### src/rtl/core/assert_macros.svh
// Assertion macros for the RTL files of the IR frame decoder.
`ifndef ASSERT_MACROS_SVH
`define ASSERT_MACROS_SVH

`ifndef SYNTHESIS

// Checked at every rising clock edge, disabled while reset is asserted.
`define ACIRFD_ASSERT(lbl, prop, msg) \
  lbl: assert property (@(posedge clk_i) disable iff (!rst_ni) (prop)) else $error(msg);

// Checked at every rising clock edge, also during reset.
`define ACIRFD_ASSERT_ALWAYS(lbl, prop, msg) \
  lbl: assert property (@(posedge clk_i) (prop)) else $error(msg);

`else

`define ACIRFD_ASSERT(lbl, prop, msg)
`define ACIRFD_ASSERT_ALWAYS(lbl, prop, msg)

`endif

`endif

### src/rtl/core/acirfd_pkg.sv
// Types, codes and constants of the IR frame decoder.
package acirfd_pkg;

  localparam logic [7:0] HdrFirst   = 8'h02;
  localparam logic [7:0] HdrOn      = 8'h92;
  localparam logic [7:0] HdrOff     = 8'hB2;
  localparam logic [7:0] HdrThird   = 8'h0F;
  localparam logic [7:0] B9Mask     = 8'b11111110;
  localparam logic [7:0] CsumLowOn  = 8'h02;
  localparam logic [7:0] CsumLowOff = 8'h22;
  localparam logic [7:0] OffTempRaw = 8'h40;
  localparam int unsigned CsumBase  = 28;

  localparam int unsigned PosW     = 5;
  localparam int unsigned OnesW    = 6;
  localparam int unsigned ShortCnt = 5;

  localparam logic [PosW-1:0] PosSat     = 5'd22;
  localparam logic [PosW-1:0] ShortLen   = 5'd14;
  localparam logic [PosW-1:0] LongLen    = 5'd21;
  localparam logic [PosW-1:0] PosHdr0    = 5'd0;
  localparam logic [PosW-1:0] PosHdr1    = 5'd1;
  localparam logic [PosW-1:0] PosHdr2    = 5'd2;
  localparam logic [PosW-1:0] PosShort0  = 5'd8;
  localparam logic [PosW-1:0] PosSOnes0  = 5'd9;
  localparam logic [PosW-1:0] PosSOnes1  = 5'd12;
  localparam logic [PosW-1:0] PosLCsum   = 5'd15;
  localparam logic [PosW-1:0] PosLOnes0  = 5'd16;
  localparam logic [PosW-1:0] PosLTemp   = 5'd18;
  localparam logic [PosW-1:0] PosLMode   = 5'd19;

  typedef enum logic [2:0] {
    MODE_AUTO    = 3'd0,
    MODE_COOL    = 3'd1,
    MODE_DRY     = 3'd2,
    MODE_FAN     = 3'd3,
    MODE_HEAT    = 3'd4,
    MODE_UNKNOWN = 3'd5
  } mode_e;

  typedef enum logic [2:0] {
    FAN_AUTO    = 3'd0,
    FAN_LOW     = 3'd1,
    FAN_MEDIUM  = 3'd2,
    FAN_HIGH    = 3'd3,
    FAN_FOUR    = 3'd4,
    FAN_UNKNOWN = 3'd5
  } fan_e;

  typedef enum logic [1:0] {
    SW_ON      = 2'd0,
    SW_OFF     = 2'd1,
    SW_UNKNOWN = 2'd2
  } switch_e;

  typedef struct packed {
    logic [7:0] data_byte;
    logic       last_byte;
  } in_item_t;

  typedef struct packed {
    logic       frame_ok;
    logic       long_form;
    logic       power_on;
    logic [2:0] mode;
    logic [4:0] temperature;
    logic [2:0] fan_speed;
    logic [1:0] airflow;
    logic [1:0] turbo;
    logic [7:0] checksum_expected;
    logic [7:0] checksum_received;
    logic       checksum_match;
  } out_item_t;

  function automatic logic [3:0] ones8(input logic [7:0] v);
    logic [3:0] n;
    n = '0;
    for (int i = 0; i < 8; i++) begin
      n = n + 4'(v[i]);
    end
    return n;
  endfunction

  function automatic logic [7:0] sum_byte(input logic [OnesW-1:0] ones,
                                          input logic [7:0] low);
    logic [OnesW-1:0] diff;
    diff = OnesW'(CsumBase) - ones;
    return {diff[3:0], 4'h0} | low;
  endfunction

endpackage

### src/rtl/core/acirfd_if.sv
// Valid/ready channel interfaces for the decoder's input bytes and results.
interface acirfd_in_if;
  logic                 valid;
  logic                 ready;
  acirfd_pkg::in_item_t payload;

  modport source (output valid, output payload, input ready);
  modport sink (input valid, input payload, output ready);
endinterface

interface acirfd_out_if;
  logic                  valid;
  logic                  ready;
  acirfd_pkg::out_item_t payload;

  modport source (output valid, output payload, input ready);
  modport sink (input valid, input payload, output ready);
endinterface

### src/rtl/core/ac_ir_frame_decoder.sv
// A result is on out_o in the cycle after the transfer of the last byte of a frame.
// Throughput: one byte per cycle; a result held on out_o by a low ready stalls in_i.
// Per cycle: byte popcount, frame decode and checksum between state and result registers.
// Reset: all frame state and the result valid flag clear; state also clears after a last byte.
// A new frame may start in the cycle after a last byte.
`include "assert_macros.svh"

module ac_ir_frame_decoder (
  input  logic                clk_i,
  input  logic                rst_ni,
  acirfd_in_if.sink           in_i,
  acirfd_out_if.source        out_o
);

  localparam int unsigned PosW  = acirfd_pkg::PosW;
  localparam int unsigned OnesW = acirfd_pkg::OnesW;
  localparam int unsigned NShort = acirfd_pkg::ShortCnt;

  logic [PosW-1:0]  pos_q, pos_d;
  logic             hdr0_q, hdr0_d;
  logic [7:0]       hdr1_q, hdr1_d;
  logic             hdr2_q, hdr2_d;
  logic [7:0]       sbytes_q [NShort];
  logic [7:0]       sbytes_d [NShort];
  logic [7:0]       lcsum_q, lcsum_d;
  logic [7:0]       ltemp_q, ltemp_d;
  logic [7:0]       lmode_q, lmode_d;
  logic [OnesW-1:0] sones_q, sones_d;
  logic [OnesW-1:0] lones_q, lones_d;

  logic                  res_valid_q, res_valid_d;
  acirfd_pkg::out_item_t res_q, res_d;

  logic       in_xfer;
  logic       out_xfer;
  logic [7:0] b;
  logic       last;

  assign b        = in_i.payload.data_byte;
  assign last     = in_i.payload.last_byte;
  assign in_i.ready = !res_valid_q || out_o.ready;
  assign in_xfer  = in_i.valid && in_i.ready;
  assign out_xfer = res_valid_q && out_o.ready;

  assign out_o.valid   = res_valid_q;
  assign out_o.payload = res_q;

  // Frame state after taking in the current byte
  logic [PosW-1:0]  u_pos;
  logic             u_hdr0, u_hdr2;
  logic [7:0]       u_hdr1;
  logic [7:0]       u_sb [NShort];
  logic [7:0]       u_lcsum, u_ltemp, u_lmode;
  logic [OnesW-1:0] u_sones, u_lones;

  always_comb begin
    u_hdr0  = (pos_q == acirfd_pkg::PosHdr0) ? (b == acirfd_pkg::HdrFirst) : hdr0_q;
    u_hdr1  = (pos_q == acirfd_pkg::PosHdr1) ? b : hdr1_q;
    u_hdr2  = (pos_q == acirfd_pkg::PosHdr2) ? (b == acirfd_pkg::HdrThird) : hdr2_q;
    for (int k = 0; k < NShort; k++) begin
      u_sb[k] = (pos_q == acirfd_pkg::PosShort0 + PosW'(k)) ? b : sbytes_q[k];
    end
    u_lcsum = (pos_q == acirfd_pkg::PosLCsum) ? b : lcsum_q;
    u_ltemp = (pos_q == acirfd_pkg::PosLTemp) ? b : ltemp_q;
    u_lmode = (pos_q == acirfd_pkg::PosLMode) ? b : lmode_q;
    u_sones = sones_q;
    if (pos_q == acirfd_pkg::PosSOnes0) begin
      u_sones = sones_q + OnesW'(acirfd_pkg::ones8(b & acirfd_pkg::B9Mask));
    end else if (pos_q > acirfd_pkg::PosSOnes0 && pos_q <= acirfd_pkg::PosSOnes1) begin
      u_sones = sones_q + OnesW'(acirfd_pkg::ones8(b));
    end
    u_lones = lones_q;
    if (pos_q >= acirfd_pkg::PosLOnes0 && pos_q <= acirfd_pkg::PosLMode) begin
      u_lones = lones_q + OnesW'(acirfd_pkg::ones8(b));
    end
    u_pos = (pos_q < acirfd_pkg::PosSat) ? pos_q + PosW'(1) : pos_q;
  end

  // Frame decode
  logic       hdr_ok, is_short, is_long, off;
  logic [3:0] s_hi, s_lo, l_hi, l_lo;
  logic [7:0] s_exp, l_exp;
  acirfd_pkg::mode_e   s_mode, l_mode;
  acirfd_pkg::fan_e    s_fan, l_fan;
  acirfd_pkg::switch_e s_air, s_turbo;

  always_comb begin
    hdr_ok   = u_hdr0 && u_hdr2;
    is_short = hdr_ok && (u_pos == acirfd_pkg::ShortLen) && (u_hdr1 == acirfd_pkg::HdrOn);
    is_long  = hdr_ok && (u_pos == acirfd_pkg::LongLen) &&
               (u_hdr1 == acirfd_pkg::HdrOn || u_hdr1 == acirfd_pkg::HdrOff);
    off      = (u_hdr1 == acirfd_pkg::HdrOff);
    s_hi = u_sb[4][7:4];
    s_lo = u_sb[4][3:0];
    l_hi = u_lmode[7:4];
    l_lo = u_lmode[3:0];

    unique case (s_hi)
      4'h0:    s_mode = acirfd_pkg::MODE_AUTO;
      4'h1:    s_mode = acirfd_pkg::MODE_COOL;
      4'h2:    s_mode = acirfd_pkg::MODE_DRY;
      4'h3:    s_mode = acirfd_pkg::MODE_FAN;
      4'h4:    s_mode = acirfd_pkg::MODE_HEAT;
      default: s_mode = acirfd_pkg::MODE_UNKNOWN;
    endcase

    unique case (l_hi)
      4'h0:    l_mode = acirfd_pkg::MODE_AUTO;
      4'h1:    l_mode = acirfd_pkg::MODE_COOL;
      4'h2:    l_mode = acirfd_pkg::MODE_DRY;
      4'h4:    l_mode = acirfd_pkg::MODE_HEAT;
      default: l_mode = acirfd_pkg::MODE_UNKNOWN;
    endcase

    unique case (s_lo)
      4'h1:    s_fan = acirfd_pkg::FAN_AUTO;
      4'h5:    s_fan = acirfd_pkg::FAN_LOW;
      4'h9:    s_fan = acirfd_pkg::FAN_MEDIUM;
      4'hB:    s_fan = acirfd_pkg::FAN_HIGH;
      4'hF:    s_fan = acirfd_pkg::FAN_FOUR;
      default: s_fan = acirfd_pkg::FAN_UNKNOWN;
    endcase

    unique case (l_lo) inside
      4'h1, 4'hD: l_fan = acirfd_pkg::FAN_AUTO;
      4'h5:       l_fan = acirfd_pkg::FAN_LOW;
      4'h9:       l_fan = acirfd_pkg::FAN_MEDIUM;
      4'hB:       l_fan = acirfd_pkg::FAN_HIGH;
      default:    l_fan = acirfd_pkg::FAN_UNKNOWN;
    endcase

    unique case (u_sb[1][7:4])
      4'hA:    s_air = acirfd_pkg::SW_ON;
      4'hF:    s_air = acirfd_pkg::SW_OFF;
      default: s_air = acirfd_pkg::SW_UNKNOWN;
    endcase

    unique case (u_sb[2][3:0])
      4'h7:    s_turbo = acirfd_pkg::SW_ON;
      4'h1:    s_turbo = acirfd_pkg::SW_OFF;
      default: s_turbo = acirfd_pkg::SW_UNKNOWN;
    endcase

    s_exp = acirfd_pkg::sum_byte(u_sones, acirfd_pkg::CsumLowOn);
    l_exp = acirfd_pkg::sum_byte(u_lones,
                                 off ? acirfd_pkg::CsumLowOff : acirfd_pkg::CsumLowOn);
    // power-off frame with the fixed temperature byte in cool, dry or heat
    if (off && u_ltemp == acirfd_pkg::OffTempRaw &&
        (l_hi == 4'(acirfd_pkg::MODE_HEAT) || l_hi == 4'(acirfd_pkg::MODE_DRY) ||
         l_hi == 4'(acirfd_pkg::MODE_COOL))) begin
      l_exp = acirfd_pkg::CsumLowOn;
    end

    res_d = '0;
    if (is_short) begin
      res_d.frame_ok          = 1'b1;
      res_d.long_form         = 1'b0;
      res_d.power_on          = 1'b1;
      res_d.mode              = s_mode;
      res_d.temperature       = 5'(u_sb[3][7:4]) + 5'd16;
      res_d.fan_speed         = s_fan;
      res_d.airflow           = s_air;
      res_d.turbo             = s_turbo;
      res_d.checksum_expected = s_exp;
      res_d.checksum_received = u_sb[0];
      res_d.checksum_match    = (s_exp == u_sb[0]);
    end else if (is_long) begin
      res_d.frame_ok          = 1'b1;
      res_d.long_form         = 1'b1;
      res_d.power_on          = !off;
      res_d.mode              = l_mode;
      res_d.temperature       = 5'(u_ltemp[7:4]) + 5'd16;
      res_d.fan_speed         = l_fan;
      res_d.airflow           = acirfd_pkg::SW_UNKNOWN;
      res_d.turbo             = acirfd_pkg::SW_UNKNOWN;
      res_d.checksum_expected = l_exp;
      res_d.checksum_received = u_lcsum;
      res_d.checksum_match    = (l_exp == u_lcsum);
    end
  end

  // Next state: take the byte, or clear the frame state after the last one
  always_comb begin
    pos_d    = pos_q;
    hdr0_d   = hdr0_q;
    hdr1_d   = hdr1_q;
    hdr2_d   = hdr2_q;
    sbytes_d = sbytes_q;
    lcsum_d  = lcsum_q;
    ltemp_d  = ltemp_q;
    lmode_d  = lmode_q;
    sones_d  = sones_q;
    lones_d  = lones_q;
    if (in_xfer) begin
      if (last) begin
        pos_d   = '0;
        hdr0_d  = 1'b0;
        hdr1_d  = '0;
        hdr2_d  = 1'b0;
        for (int k = 0; k < NShort; k++) begin
          sbytes_d[k] = '0;
        end
        lcsum_d = '0;
        ltemp_d = '0;
        lmode_d = '0;
        sones_d = '0;
        lones_d = '0;
      end else begin
        pos_d    = u_pos;
        hdr0_d   = u_hdr0;
        hdr1_d   = u_hdr1;
        hdr2_d   = u_hdr2;
        sbytes_d = u_sb;
        lcsum_d  = u_lcsum;
        ltemp_d  = u_ltemp;
        lmode_d  = u_lmode;
        sones_d  = u_sones;
        lones_d  = u_lones;
      end
    end
    res_valid_d = res_valid_q;
    if (in_xfer && last) begin
      res_valid_d = 1'b1;
    end else if (out_xfer) begin
      res_valid_d = 1'b0;
    end
  end

  always_ff @(posedge clk_i or negedge rst_ni) begin
    if (!rst_ni) begin
      pos_q       <= '0;
      hdr0_q      <= 1'b0;
      hdr1_q      <= '0;
      hdr2_q      <= 1'b0;
      for (int k = 0; k < NShort; k++) begin
        sbytes_q[k] <= '0;
      end
      lcsum_q     <= '0;
      ltemp_q     <= '0;
      lmode_q     <= '0;
      sones_q     <= '0;
      lones_q     <= '0;
      res_valid_q <= 1'b0;
    end else begin
      pos_q       <= pos_d;
      hdr0_q      <= hdr0_d;
      hdr1_q      <= hdr1_d;
      hdr2_q      <= hdr2_d;
      sbytes_q    <= sbytes_d;
      lcsum_q     <= lcsum_d;
      ltemp_q     <= ltemp_d;
      lmode_q     <= lmode_d;
      sones_q     <= sones_d;
      lones_q     <= lones_d;
      res_valid_q <= res_valid_d;
    end
  end

  always_ff @(posedge clk_i) begin
    if (in_xfer && last) begin
      res_q <= res_d;
    end
  end

  `ACIRFD_ASSERT(a_clear_after_last, (in_xfer && last) |=> (pos_q == '0 && sones_q == '0 && lones_q == '0), "frame state not cleared after last byte")
  `ACIRFD_ASSERT(a_pos_advance, (in_xfer && !last && pos_q < acirfd_pkg::PosSat) |=> (pos_q == $past(pos_q) + PosW'(1)), "byte position did not advance")
  `ACIRFD_ASSERT(a_result_source, $rose(res_valid_q) |-> $past(in_xfer && last), "result without a last byte")
  `ACIRFD_ASSERT(a_bad_frame_zero, (res_valid_q && !res_q.frame_ok) |-> (res_q.checksum_expected == '0 && res_q.temperature == '0 && res_q.mode == '0), "rejected frame with nonzero fields")
  `ACIRFD_ASSERT_ALWAYS(a_reset_idle, !rst_ni |-> (!res_valid_q && pos_q == '0), "state not cleared in reset")

endmodule
### src/flat_wrapper.sv
// flat-port wrapper written by rule: the top's interface ports become plain ports
module ac_ir_frame_decoder_flat 
  (clk_i, rst_ni, in_i_valid, in_i_payload, in_i_ready, out_o_valid, out_o_payload, out_o_ready);
  acirfd_in_if in_i_i ();
  acirfd_out_if out_o_i ();
  input  logic clk_i;
  input  logic rst_ni;
  input wire logic [$bits(in_i_i.valid)-1:0] in_i_valid;
  input wire logic [$bits(in_i_i.payload)-1:0] in_i_payload;
  output wire logic [$bits(in_i_i.ready)-1:0] in_i_ready;
  output wire logic [$bits(out_o_i.valid)-1:0] out_o_valid;
  output wire logic [$bits(out_o_i.payload)-1:0] out_o_payload;
  input wire logic [$bits(out_o_i.ready)-1:0] out_o_ready;
  assign in_i_i.valid = in_i_valid;
  assign in_i_i.payload = in_i_payload;
  assign in_i_ready = in_i_i.ready;
  assign out_o_valid = out_o_i.valid;
  assign out_o_payload = out_o_i.payload;
  assign out_o_i.ready = out_o_ready;
  ac_ir_frame_decoder u_core (.clk_i(clk_i), .rst_ni(rst_ni), .in_i(in_i_i), .out_o(out_o_i));
endmodule
### config.mk
export PLATFORM = sky130hd
export DESIGN_NAME = ac_ir_frame_decoder_flat
export DESIGN_NICKNAME = d
export VERILOG_FILES = /design/src/rtl/core/acirfd_pkg.sv /design/src/rtl/core/acirfd_if.sv /design/src/rtl/core/ac_ir_frame_decoder.sv /design/src/flat_wrapper.sv
export VERILOG_INCLUDE_DIRS = /design/src /design/src/rtl/core
export SDC_FILE = /design/constraint.sdc
export NUM_CORES = 1
export LEC_CHECK = 0
export ABC_CLOCK_PERIOD_IN_PS = 4330
export BUFFER_PORTS_ARGS = -buffer_cell sky130_fd_sc_hd__buf_2
export CORE_AREA = 2 2 114 116
export DETAILED_ROUTE_END_ITERATION = 6
export DIE_AREA = 0 0 116 118
export GPL_ROUTABILITY_DRIVEN = 0
export GPL_TIMING_DRIVEN = 1
export HOLD_SLACK_MARGIN = 0.06
export PLACE_DENSITY_LB_ADDON = 0.15
export SLEW_MARGIN = 15
export SYNTH_ARGS = -nofsm -noshare
export SYNTH_HDL_FRONTEND = slang
export SYNTH_SLANG_ARGS = --single-unit
### constraint.sdc
create_clock -name clk_i -period 4.33 [get_ports clk_i]
set_input_delay 0 -clock clk_i [delete_from_list [all_inputs] [get_ports clk_i]]
set_output_delay 0 -clock clk_i [all_outputs]
set_load 0.01 [all_outputs]
==> summary.md <==
| Metric | Value |
|---|---|
| Top cell type's share of synthesized area | 28.5% |
| Drt pass-1 iters | 5 |
| DPL Wire Length | about 13 mm |
| Largest net degree at the start of global routing | between 70 and 80 |
| Post-synthesis average cell area | slightly below 9 sq um |
| Crit Path Category | in2reg |
| Critical-path cell list | buf_2 -> ha_4 -> fa_1 -> fa_1 -> fa_2 -> fa_1 -> fa_1 -> or4b_4 -> o22ai_2 -> or3_4 -> o22ai_2 -> xor2_1 -> xnor2_2 -> xnor2_1 -> a32o_1 |
| Worst-path clk slew | roughly 0.070 ns |
| Number of fill cells in the layout | about 1100 |
| Max FO, Critical Path | 2 |
| Final setup fails | 0 |
| PD cells | 424 nW/um^2 |
| Outcome | complete, no violations |
| CORE AREA | between 10000 and 15000 sq um |
| Leak pwr | ~3.2 nW |
| P_sw | 0.00108 W |
| H-tree depth | 3 |
| Starting density of the core | ~54% |
| Fin nets | 840 |
| Max incr delay on CP | 0.54 ns |
| CTS Buf Count | 9 |
| Crit end category | register |
| Initial antenna violation count | 0 |
| Die height | 118 microns |
| Hold Vio Cnt, Final | 0 |
| Vias in the first global route | 5789 |
| Worst Setup Start Kind | input pin |
| Ant. Diodes | 0 |
| #FFs+latches synth | 106 |
| Fin. max-slew vios | 0 |
| Final WL | ~20 mm |
| Initial DRC count | around 600 |
| Gr ovfl total | 0 |
| Max-cap violations | 0 |
| Least-Margin Pin Slew | about 1.0 ns |
| CTS tree | yes |
| Critical Path Most Common Cell | fa_1 |
| Placed cell area | slightly above 7000 sq um |
| Seq/Total Area, Yosys | between 40% and 50% |
| Final design instance area without fill | approximately 7600 sq um |
| Data arrival time of the worst path | around 4.3 ns |
| WP data required | about 4.4 ns |
| Internal power | 0.00215 W |
| Cell area after synthesis | between 6000 and 7000 sq um |
| Port bufs | 46 |
| Sequential cell area | approximately 2800 sq um |
| Clock Latency Late Sink | 0.36 ns |
| Hold crit path type | in2reg |
| GR Util All Layers | between 20 and 30% |
| Synthesis Warnings | 0 |
| Post-synth top area cell | dfrtp_1 |
| Ranking of synthesized cells by area | dfrtp_1, edfxtp_1, o21ai_0 |
| CTS max path bufs | 2 |
| Max IR drop VDD | 0.000403 V |
| CTS sink count | ~110 |
| Drt via density | 6.25 |
| Die area | ~14000 sq um |
| Period minus WS final | between 4 and 5 ns |
| Width of the die | between 100 and 150 microns |
| Clock Skews | 0.00679 ns |
| Worst slew margin | between 30% and 40% |
| Fin crit share | between 90% and 100% |
| EDFF count, synth | 30 |
| Area of the multi-input gates | between 3000 and 4000 sq um |
| Comb pwr share | 28.8% |
| I/O pin count | 50 |
| Count of cell types in the netlist | 63 |
| Slowest-stage cell, CP | fa_1 |
| Share of cells above drive strength 1 | ~16% |
| Synth Flop Type | dfrtp_1 |
| Vias | 6066 |
| Cell row count | 41 |
| Buf/Inv on CP | 1 |
| Final TNS setup | 0 ns |
| Sequential share of power | ~44% |
| Switch share | between 30% and 40% |
| Synth-to-Final Area Change | 14.1% |
| Family with the most delay on the worst path | adder cells |
| Drt wl/cell | roughly 20 microns |
| Antenna Nets Post-Route | 0 |
| Global-route wire length before repair | just over 30 mm |
| DRC errors left | 0 |
| Cells after Synth | roughly 750 |
| Share of flip-flops with an asynchronous set or reset | slightly above 70% |
| CTS root buf | clkbuf_16 |
| Clock power frac | 27.3% |
| Fmax | 0.238 GHz |
cells in the mapped netlist, drive strengths merged, types with 3 or more instances:
| library cell | instances |
|---|---|
| clkbuf | 37 |
| nor4 | 6 |
| a21o | 3 |
| dfrtp | 76 |
| xnor2 | 13 |
| or4b | 4 |
| o22ai | 21 |
| xor2 | 13 |
| inv | 27 |
| o31ai | 7 |
| o32ai | 3 |
| nor3b | 5 |
| a31oi | 14 |
| nor3 | 16 |
| nand2 | 92 |
| nand2b | 7 |
| nand4 | 5 |
| nor2 | 51 |
| nor2b | 12 |
| edfxtp | 30 |
| and2 | 3 |
| a22o | 4 |
| o211ai | 7 |
| ha | 24 |
| a21boi | 3 |
| a22oi | 45 |
| a21oi | 44 |
| buf | 20 |
| mux2i | 9 |
| a32o | 4 |
| o21ai | 95 |
| nand3 | 10 |
| or3 | 3 |
| fa | 10 |
registers in the layout, indices dropped and copies added, names as in the netlist:
register              flops
u_core.pos_q              5
u_core.out_o.payload     30
u_core.sbytes_q          28
u_core.hdr1_q             8
u_core.lcsum_q            8
u_core.sones_q            4
u_core.lones_q            4
u_core.ltemp_q            8
u_core.hdr2_q             1
u_core.out_o.valid        1
u_core.hdr0_q             1
u_core.lmode_q            8
area by class of cell:
class                           count  share of cell area [%]
Multi-Input combinational cell    558                    47.3
Sequential cell                   106                    36.8
Clock buffer                       11                    3.05
Tap cell                          172                    2.82
Inverter                           29                    1.53
Clock inverter                      5                    1.05
Timing Repair Buffer               89                    7.45
path summary, 6_finish.rpt:
kind,cells after the start,slack [ns],from,end
worst max-delay path,15,0.12,in_i_payload[2],u_core.out_o.payload[0]
worst min-delay path,2,0.18,in_i_payload[0],u_core.lmode_q[4]
worst max register to register,10,0.66,u_core.pos_q[1],u_core.out_o.payload[29]
worst min register to register,2,0.48,u_core.lcsum_q[1],u_core.lcsum_q[1]
max in group asynchronous,2,3.29,rst_ni,u_core.sbytes_q[4]
min in group asynchronous,2,0.37,rst_ni,u_core.out_o.valid
layout by cell type (no fill, tap or decap), drive strengths merged, types with 3 or more instances in the layout:
cell    instances
a22oi          45
buf            87
o211ai          7
a31oi          14
o21ai          95
ha             24
a32o            4
or3             3
edfxtp         30
nand2b          7
and2            3
mux2i           9
o31ai           7
nand4           5
nor3           16
nor3b           5
nand3          10
a21boi          3
nor2           51
dfrtp          76
o32ai           3
or4b            4
inv            27
clkinv          3
nor4            6
a21o            3
nand2          92
clkbuf         11
xor2           13
xnor2          13
a22o            4
o22ai          21
fa             10
conb            3
nor2b          12
a21oi          44
stage by stage:
stage	utilization (%)	setup WS [ns]	total power (W)	cells	hold slack, ns
after floorplan	-	-0.0248	0.00205	750	-0.296
after global placement	58.2	-0.260	0.00228	951	0.232
after detailed placement	58.2	-0.354	0.00233	951	0.248
after CTS	60.9	0.0341	0.00321	969	0.173
after global routing	61.4	-0.0202	0.00342	970	0.191
final	61.4	0.123	0.00323	970	0.181
cell families after synthesis:
kind of cell             synth area share (%)
multiplexers                             1.35
adder cells (fa/ha/maj)                  7.49
flip-flops                               42.0
buffers and inverters                    5.38
other                                  0.0562
XOR/XNOR                                 3.52
AND/OR/NAND/NOR                          16.3
AO/OA/AOI/OAI                            23.9
worst reg2reg max path: cells and delay by family, from the launching register on:
family                   cells  cell delay (ns)
AND/OR/NAND/NOR              3             1.43
buffers and inverters        3             0.62
AO/OA/AOI/OAI                3             0.51
flip-flops                   1             0.50
adder cells (fa/ha/maj)      1             0.43
power by group through the flow:
stage          Sequential, W  Clock, W  Combinational (W)
3_3_place_gp         0.00142         0           0.000865
5_1_grt              0.00145  0.000929            0.00104
6_report             0.00142  0.000881           0.000930
4_1_cts              0.00141  0.000887           0.000914
2_1_floorplan        0.00138         0           0.000667
3_5_place_dp         0.00143         0           0.000903
timing repair:
item / CTS / global route
buffers inserted: 0 / 1
hold buffers: 2 / 0
endpoints found under the setup margin: 0 / 2
hold endpoints to repair: 77 / 0
gates resized for setup: 0 / 9
routing by layer:
layer / vias to the layer above / GRT usage [%] / share of wire [%]
li1: 2808 / - / -
met1: 2922 / 39.7 / 42
met2: 292 / 46.1 / 47
met3: 44 / 6.69 / 8.1
met4: 0 / 10.9 / 3.4
met5: - / 0 / 0
Power figures use the tool's default switching activity.
